==> src/rtl/mncp_pkg.sv <==
// ----------------------------------------------------------------------------
// mncp_pkg
// Shared types and constants of the mobile-number codepoint parser.
// ----------------------------------------------------------------------------
`default_nettype none

package mncp_pkg;

    localparam int unsigned CP_W    = 21;
    localparam int unsigned NUM_W   = 34;
    localparam int unsigned CNT_W   = 4;
    localparam int unsigned DIGIT_W = 4;

    // Codepoints of interest
    localparam logic [CP_W-1:0] CP_PLUS       = 21'h00002B;
    localparam logic [CP_W-1:0] CP_ASCII_0    = 21'h000030;
    localparam logic [CP_W-1:0] CP_ASCII_9    = 21'h000039;
    localparam logic [CP_W-1:0] CP_ARABIC_0   = 21'h000660;
    localparam logic [CP_W-1:0] CP_ARABIC_9   = 21'h000669;
    localparam logic [CP_W-1:0] CP_EXTARAB_0  = 21'h0006F0;
    localparam logic [CP_W-1:0] CP_EXTARAB_9  = 21'h0006F9;

    // Digit values the prefix expects
    localparam logic [DIGIT_W-1:0] DIGIT_ZERO  = 4'd0;
    localparam logic [DIGIT_W-1:0] DIGIT_EIGHT = 4'd8;
    localparam logic [DIGIT_W-1:0] DIGIT_NINE  = 4'd9;

    // Accumulator value at the start of a string
    localparam logic [NUM_W-1:0] ACC_START = 34'd9;

    typedef enum logic [2:0] {
        PH_START  = 3'd0,  // nothing seen yet
        PH_PLUS   = 3'd1,  // after "+"
        PH_PLUS9  = 3'd2,  // after "+9"
        PH_MOBILE = 3'd3,  // waiting for the mobile "9"
        PH_TAIL   = 3'd4   // collecting tail digits
    } t_phase;

    // Classification of one codepoint
    typedef struct packed {
        logic               is_plus;
        logic               is_digit;
        logic [DIGIT_W-1:0] digit;
    } t_cp_class;

endpackage : mncp_pkg

`default_nettype wire

==> src/rtl/mncp_digit_decode.sv <==
// ----------------------------------------------------------------------------
// mncp_digit_decode
// Classifies a codepoint as "+", a decimal digit in one of three scripts
// (ASCII, Arabic-Indic, Extended Arabic-Indic) with its value, or neither.
// ----------------------------------------------------------------------------
`default_nettype none

module mncp_digit_decode
    import mncp_pkg::*;
(
    input  wire logic [CP_W-1:0] i_code_point,
    output t_cp_class            o_class
);

    logic                 w_ascii;
    logic                 w_arabic;
    logic                 w_extarab;
    logic [DIGIT_W-1:0]   w_offset;

    assign w_ascii   = (i_code_point >= CP_ASCII_0)   && (i_code_point <= CP_ASCII_9);
    assign w_arabic  = (i_code_point >= CP_ARABIC_0)  && (i_code_point <= CP_ARABIC_9);
    assign w_extarab = (i_code_point >= CP_EXTARAB_0) && (i_code_point <= CP_EXTARAB_9);

    // Only the low bits of the offset matter: each range spans ten codepoints
    always_comb begin
        priority if (w_ascii) begin
            w_offset = DIGIT_W'(i_code_point - CP_ASCII_0);
        end else if (w_arabic) begin
            w_offset = DIGIT_W'(i_code_point - CP_ARABIC_0);
        end else if (w_extarab) begin
            w_offset = DIGIT_W'(i_code_point - CP_EXTARAB_0);
        end else begin
            w_offset = '0;
        end
    end

    assign o_class.is_plus  = (i_code_point == CP_PLUS);
    assign o_class.is_digit = w_ascii || w_arabic || w_extarab;
    assign o_class.digit    = w_offset;

endmodule : mncp_digit_decode

`default_nettype wire

==> src/rtl/mncp_parse_core.sv <==
// ----------------------------------------------------------------------------
// mncp_parse_core
// Parser state (phase, digit count, accumulator, decided flag) and the
// single-step update for one classified codepoint.
// ----------------------------------------------------------------------------
`default_nettype none

module mncp_parse_core
    import mncp_pkg::*;
#(
    parameter int unsigned TAIL_DIGITS = 9
)
(
    input  wire logic             i_clk,
    input  wire logic             i_rst_n,
    input  wire logic             i_step,
    input  wire t_cp_class        i_class,
    input  wire logic             i_end,
    output logic                  o_produced,
    output logic [NUM_W-1:0]      o_value,
    output logic                  o_valid
);

    localparam logic [CNT_W-1:0] TAIL_LAST = CNT_W'(TAIL_DIGITS);

    t_phase             r_phase,   n_phase;
    logic [CNT_W-1:0]   r_count,   n_count;
    logic [NUM_W-1:0]   r_acc,     n_acc;
    logic               r_decided, n_decided;

    logic               w_fail;
    logic               w_done;
    logic [CNT_W-1:0]   w_count_inc;
    logic [NUM_W-1:0]   w_acc_next;

    // acc * 10 + digit, wrapping at the accumulator width
    assign w_acc_next  = (r_acc << 3) + (r_acc << 1) + NUM_W'(i_class.digit);
    assign w_count_inc = r_count + CNT_W'(1);

    // Next-state logic
    always_comb begin
        n_phase   = r_phase;
        n_count   = r_count;
        n_acc     = r_acc;
        n_decided = r_decided;
        w_fail    = 1'b0;
        w_done    = 1'b0;

        if (i_step && !r_decided) begin
            unique case (r_phase)
                PH_START: begin
                    if (i_class.is_plus) begin
                        n_phase = PH_PLUS;
                    end else if (i_class.is_digit && i_class.digit == DIGIT_ZERO) begin
                        n_phase = PH_MOBILE;
                    end else begin
                        w_fail = 1'b1;
                    end
                end
                PH_PLUS: begin
                    if (i_class.is_digit && i_class.digit == DIGIT_NINE) begin
                        n_phase = PH_PLUS9;
                    end else begin
                        w_fail = 1'b1;
                    end
                end
                PH_PLUS9: begin
                    if (i_class.is_digit && i_class.digit == DIGIT_EIGHT) begin
                        n_phase = PH_MOBILE;
                    end else begin
                        w_fail = 1'b1;
                    end
                end
                PH_MOBILE: begin
                    if (i_class.is_digit && i_class.digit == DIGIT_NINE) begin
                        n_phase = PH_TAIL;
                    end else begin
                        w_fail = 1'b1;
                    end
                end
                PH_TAIL: begin
                    if (i_class.is_digit) begin
                        n_acc   = w_acc_next;
                        n_count = w_count_inc;
                        w_done  = (w_count_inc >= TAIL_LAST);
                    end else begin
                        w_fail = 1'b1;
                    end
                end
                default: begin
                    w_fail = 1'b1;
                end
            endcase
            n_decided = w_done || w_fail || i_end;
        end

        // End of string: back to the reset values
        if (i_step && i_end) begin
            n_phase   = PH_START;
            n_count   = '0;
            n_acc     = ACC_START;
            n_decided = 1'b0;
        end
    end

    // Result logic
    always_comb begin
        o_produced = i_step && !r_decided && (w_done || w_fail || i_end);
        o_valid    = w_done;
        o_value    = w_done ? w_acc_next : '0;
    end

    always_ff @(posedge i_clk) begin
        if (!i_rst_n) begin
            r_phase   <= PH_START;
            r_count   <= '0;
            r_acc     <= ACC_START;
            r_decided <= 1'b0;
        end else begin
            r_phase   <= n_phase;
            r_count   <= n_count;
            r_acc     <= n_acc;
            r_decided <= n_decided;
        end
    end

endmodule : mncp_parse_core

`default_nettype wire

==> src/rtl/mobile_number_codepoint_parser.sv <==
// ----------------------------------------------------------------------------
// mobile_number_codepoint_parser
// Checks a stream of codepoints against the mobile-number format
// ("+98" or "0", then "9", then TAIL_DIGITS digits) and gives one result
// per string: the number, or zero on mismatch or early end.
// ----------------------------------------------------------------------------
// Path: input register, parser step, result register, then m_axis.
// Throughput: one codepoint per cycle while m_axis is not stalled; the
//   parser step (digit decode, phase compare and the x10 add on the
//   34-bit accumulator) sits between the input and the result register.
// Reset: synchronous, active low; clears the parser state to the start of
//   a string and empties both the input and the result register.
// ----------------------------------------------------------------------------
`default_nettype none

module mobile_number_codepoint_parser
    import mncp_pkg::*;
#(
    parameter int unsigned TAIL_DIGITS = 9
)
(
    input  wire logic        i_clk,
    input  wire logic        i_rst_n,

    // Codepoint stream
    input  wire logic        s_axis_tvalid,
    output logic             s_axis_tready,
    input  wire logic [23:0] s_axis_tdata,   // [20:0] code_point, [23:21] zero
    input  wire logic        s_axis_tlast,   // string_end

    // Result stream
    output logic             m_axis_tvalid,
    input  wire logic        m_axis_tready,
    output logic [39:0]      m_axis_tdata,   // [33:0] number_value, [39:34] zero
    output logic [0:0]       m_axis_tuser    // [0] is_valid
);

    // Input register
    logic              r_in_valid;
    logic [CP_W-1:0]   r_in_cp;
    logic              r_in_end;

    // Result register
    logic              r_out_valid;
    logic [NUM_W-1:0]  r_out_value;
    logic              r_out_ok;

    logic              w_advance;    // pipeline moves this cycle
    logic              w_s_fire;
    logic              w_step;
    t_cp_class         w_class;
    logic              w_produced;
    logic [NUM_W-1:0]  w_value;
    logic              w_valid;

    // Advance whenever the result register is empty or being drained; the
    // input register then always hands its transaction on, so a new
    // codepoint can be taken every cycle.
    assign w_advance     = !r_out_valid || m_axis_tready;
    assign s_axis_tready = !r_in_valid || w_advance;
    assign w_s_fire      = s_axis_tvalid && s_axis_tready;
    assign w_step        = r_in_valid && w_advance;

    always_ff @(posedge i_clk) begin
        if (!i_rst_n) begin
            r_in_valid <= 1'b0;
        end else if (s_axis_tready) begin
            r_in_valid <= s_axis_tvalid;
        end
    end

    // Payload needs no reset; capture on every accepted transaction
    always_ff @(posedge i_clk) begin
        if (w_s_fire) begin
            r_in_cp  <= s_axis_tdata[CP_W-1:0];
            r_in_end <= s_axis_tlast;
        end
    end

    mncp_digit_decode u_decode (
        .i_code_point (r_in_cp),
        .o_class      (w_class)
    );

    mncp_parse_core #(
        .TAIL_DIGITS (TAIL_DIGITS)
    ) u_core (
        .i_clk      (i_clk),
        .i_rst_n    (i_rst_n),
        .i_step     (w_step),
        .i_class    (w_class),
        .i_end      (r_in_end),
        .o_produced (w_produced),
        .o_value    (w_value),
        .o_valid    (w_valid)
    );

    // Result register: load a result only when the step produced one;
    // trailing codepoints after a decision simply drop out here.
    always_ff @(posedge i_clk) begin
        if (!i_rst_n) begin
            r_out_valid <= 1'b0;
        end else if (w_advance) begin
            r_out_valid <= w_step && w_produced;
        end
    end

    always_ff @(posedge i_clk) begin
        if (w_advance && w_step && w_produced) begin
            r_out_value <= w_value;
            r_out_ok    <= w_valid;
        end
    end

    assign m_axis_tvalid   = r_out_valid;
    assign m_axis_tdata    = {6'd0, r_out_value};
    assign m_axis_tuser[0] = r_out_ok;

    // ------------------------------------------------------------------------
    // Assertions
    // ------------------------------------------------------------------------

    // An accepted codepoint is held in the input register on the next cycle
    a_in_capture : assert property (@(posedge i_clk) disable iff (!i_rst_n)
        w_s_fire |=> r_in_valid)
        else $error("accepted codepoint not captured");

    // A new result can only come from a codepoint in the input register
    a_out_source : assert property (@(posedge i_clk) disable iff (!i_rst_n)
        $rose(m_axis_tvalid) |-> $past(r_in_valid))
        else $error("result appeared without a codepoint");

    // A rejected string always reports a zero number
    a_reject_zero : assert property (@(posedge i_clk) disable iff (!i_rst_n)
        (m_axis_tvalid && !m_axis_tuser[0]) |-> (m_axis_tdata == 40'd0))
        else $error("rejected string carries a non-zero number");

endmodule : mobile_number_codepoint_parser

`default_nettype wire
==> config.mk <==
export PLATFORM = sky130hd
export DESIGN_NAME = mobile_number_codepoint_parser
export DESIGN_NICKNAME = d
export VERILOG_FILES = /design/src/rtl/mncp_pkg.sv /design/src/rtl/mncp_digit_decode.sv /design/src/rtl/mncp_parse_core.sv /design/src/rtl/mobile_number_codepoint_parser.sv
export SDC_FILE = /design/constraint.sdc
export NUM_CORES = 1
export LEC_CHECK = 0
export ABC_AREA = 1
export BUFFER_PORTS_ARGS = -buffer_cell sky130_fd_sc_hd__buf_2
export CAP_MARGIN = 10
export CORE_UTILIZATION = 64
export CTS_CLUSTER_SIZE = 16
export DETAILED_ROUTE_END_ITERATION = 7
export GPL_TIMING_DRIVEN = 0
export PLACE_DENSITY = 0.87
export SLEW_MARGIN = 20
export SYNTH_ARGS = -nofsm -noshare
export SYNTH_HDL_FRONTEND = slang
export SYNTH_SLANG_ARGS = --single-unit
==> constraint.sdc <==
create_clock -name i_clk -period 5.58 [get_ports i_clk]
set_clock_uncertainty 0.05 [all_clocks]
set_input_delay 0 -clock i_clk [delete_from_list [all_inputs] [get_ports i_clk]]
set_output_delay 0 -clock i_clk [all_outputs]
set_load 0.03 [all_outputs]
==> summary.md <==
- 10800 µm — DPL Wire Length
- 295 — first-iteration detailed-routing DRC count
- 25300 µm — wire length of the first global-routing pass
- 99.9 µm — die span in y
- 15500 µm — final wirelength
- 15.8 µm — routed length per instance
- 0 — final setup fails
- 0.765 — Layout Utilization
- 1.42 mW — total power consumption of the routed design
- 4450 ps — clock period minus final worst setup slack
- 3 — CTS H-tree lvls
- 0 — antenna-violating nets left
- 939 — number of nets in the finished design
- 0.325 — GRT Overall Usage
- yes — CTS tree
- 0 — max-capacitance violation count
- 0 — global route overflow
- complete, no violations — result of the run
- 682 — count of fill cells added during filler insertion
- 0.225 GHz — maximum clock rate
- 0 — Final Hold Violating Endpoints
- 0.661 — starting density of the core
- edfxtp_1, dfxtp_1, ha_1 — leading cell types by total area after synthesis
- 36 — largest net degree at the start of global routing
- 0.419 — post-synthesis sequential area ratio
- 99.9 µm — Die X
- 490 ps — Largest stage delay, worst path
- flip-flop — Worst setup EP type
- 1250 ps — worst slack at placement
- 0.00614 mm² — post-synthesis instance area
- 2 — number of buffers between clock root and the deepest sink
- 72 — top-level port count
- 100 — TritonCTS Sinks
- 0.797 — Final period util
- 100 — count of state elements after synthesis
- 0 — number of max-slew violations in the final report
- 0.389 — worst slew slack as a fraction of its limit
- 0.00998 mm² — Die Area
- 380 ps — clock latency on the worst-skew pair
- 0 — count of inserted antenna diode cells
- 978 — Final Instance Count excl. Fillers
- 0 — post-cts sizing count
- input pin to flip-flop — hold crit path type
- 8.29 µm² — Mean Syn Cell Area
- edfxtp_1 — post-synth top area cell
- clkbuf_8 — buffer cell driving the clock tree root
- 5 — iteration count of the initial detailed-routing pass
- 9 — TritonCTS Buffers
- flip-flop — startpoint class of the critical path
- 45 — number of unique standard cell types used by synthesis
- 0.905 — routability cong.
- 26 — CTS Hold Buffers Added
- 0 — proportion of synthesized flip-flops having asynchronous set or reset
- 0.279 — proportion of netlist area held by the largest area contributor
- 1 — count of buffering cells on the critical path with inverters included
- 5660 ps — required time of the critical path
- 10 — maximum fanout encountered on the critical timing path
- 0 — post-detailed-route DRC marker count
- 1130 ps — worst path setup slack after routing
- 269 ps — Worst Hold Slack
- 5362 — number of global-route vias before repair
- 0.00710 mm² — Finished Cell Area
- 0.00928 mm² — core area
- 740 — cell count after synthesis
- 0.00663 mm² — placement-stage cell area
- 5.58 — per-cell via count in the routed design
- no — setup repair after global routing missed its margin
- fa_1 — slowest cell on the critical path
- 4530 ps — Arr. time, crit path
- 0 — warnings from Yosys
- 0.133 — ratio of cells with drive above 1 in the final layout
- 0 ps — setup TNS after final layout
- 62 — count of buffers inserted at the top-level ports
- 936 — number of placed cells counting well taps
- simple AND/OR/NAND/NOR gates — kind of cell adding the most delay to the critical path
- 15.7% — Syn-to-layout area delta
- 199 mW/mm² — power density normalized to cell area
- 0 — number of setup buffers added after CTS
- 0 — number of antenna violations at the first check in global routing
- nor2_1 > nand3_1 > nor2_1 > nand3_1 > nand2_1 > nand2_1 > nand3_4 > nand2_1 > inv_1 > fa_1 > fa_1 > nand3_1 > nand2_1 > a21boi_1 > o21ai_0 > nand3_1 > nand2_1 > nand4_1 > nand3b_1 > nand3_1 > nor2_1 — cells traversed along the worst timing path
- 35 — floorplan row count
- 120 ps — clock-pin slew reported for the worst setup and hold paths after clock tree synthesis
- nand2_1, nor2_1, a21oi_1 — top cells by count, synth
- 57 — number of enable-type register cells in the synthesized netlist
- flip-flop to flip-flop — category of the most critical setup path
- 916 ps — Slew @ Worst Pin
- edfxtp_1 — Primary FF master, synth
- 0.000147 V — VDD IR max
- 3.38 nW — Static Leakage
- 5459 — Via Count
- nand2_1 — most frequently used cell type in the post-synthesis netlist
[cells by family (layout without fill, tap and decap cells)]
kind of cell,after synthesis,after routing,synth area share
other cells,1,6,0.000611
compound gates,146,146,0.134
fa+ha+maj,66,66,0.137
simple gates,323,323,0.223
xor+xnor,16,16,0.0228
buf+inv,88,192,0.0630
flops,100,100,0.419
[registers in the layout, summed over array words and instances, names as in the netlist, 3 cells and up]
name	cells
r_out_value	34
u_core.r_count	4
r_in_cp	21
u_core.r_phase	3
u_core.r_acc	33
[per-layer routing]
layer	vias up	GRT usage	part of all wire
met5	-	0	0
li1	2714	-	-
met2	202	0.571	0.49
met3	31	0.0494	0.057
met1	2512	0.417	0.43
met4	0	0.0882	0.017
[report_power, final]
part	leakage, nW	internal [mW]	total (mW)	switching [mW]
sequential	0.922	0.798	0.807	0.00925
clock	0.111	0.220	0.514	0.293
combinational	2.34	0.0328	0.0954	0.0626
[cell type report]
class	instances	area [µm²]	area share
buffer	19	128	0.0180
sequential	100	2570	0.362
tap	129	161	0.0227
multi-input combinational	557	3200	0.450
clock buffer	9	124	0.0174
timing repair buffer	88	571	0.0803
inverter	69	259	0.0365
clock inverter	7	91.3	0.0129
[path summary, 6_finish.rpt]
path / startpoint / to / slack (ps) / cells past startpoint
worst max register to register: r_in_cp[1] / r_out_value[28] / 1130 / 21
worst max-delay path: r_in_cp[1] / r_out_value[28] / 1130 / 21
worst min-delay path: s_axis_tdata[8] / r_in_cp[8] / 270 / 2
worst min register to register: u_core.r_decided / u_core.r_decided / 440 / 2
[placed cells by master (no fill, tap or decap), drive strengths merged, types with 3 or more instances in the layout]
cell type	Yosys	layout
nor2	101	101
xor2	12	12
edfxtp	57	57
a31oi	4	4
xnor2	4	4
dlygate4sd3	0	26
o211ai	3	3
nand4	8	8
o21bai	3	3
buf	13	75
o21ai	34	34
nand3	36	36
a21boi	6	6
clkbuf	6	15
nand2	162	162
a21o	6	6
ha	64	64
nor3	7	7
a21oi	81	81
conb	1	6
dfxtp	43	43
inv	69	73
nand3b	3	3
(Power assumes the default switching activity.)
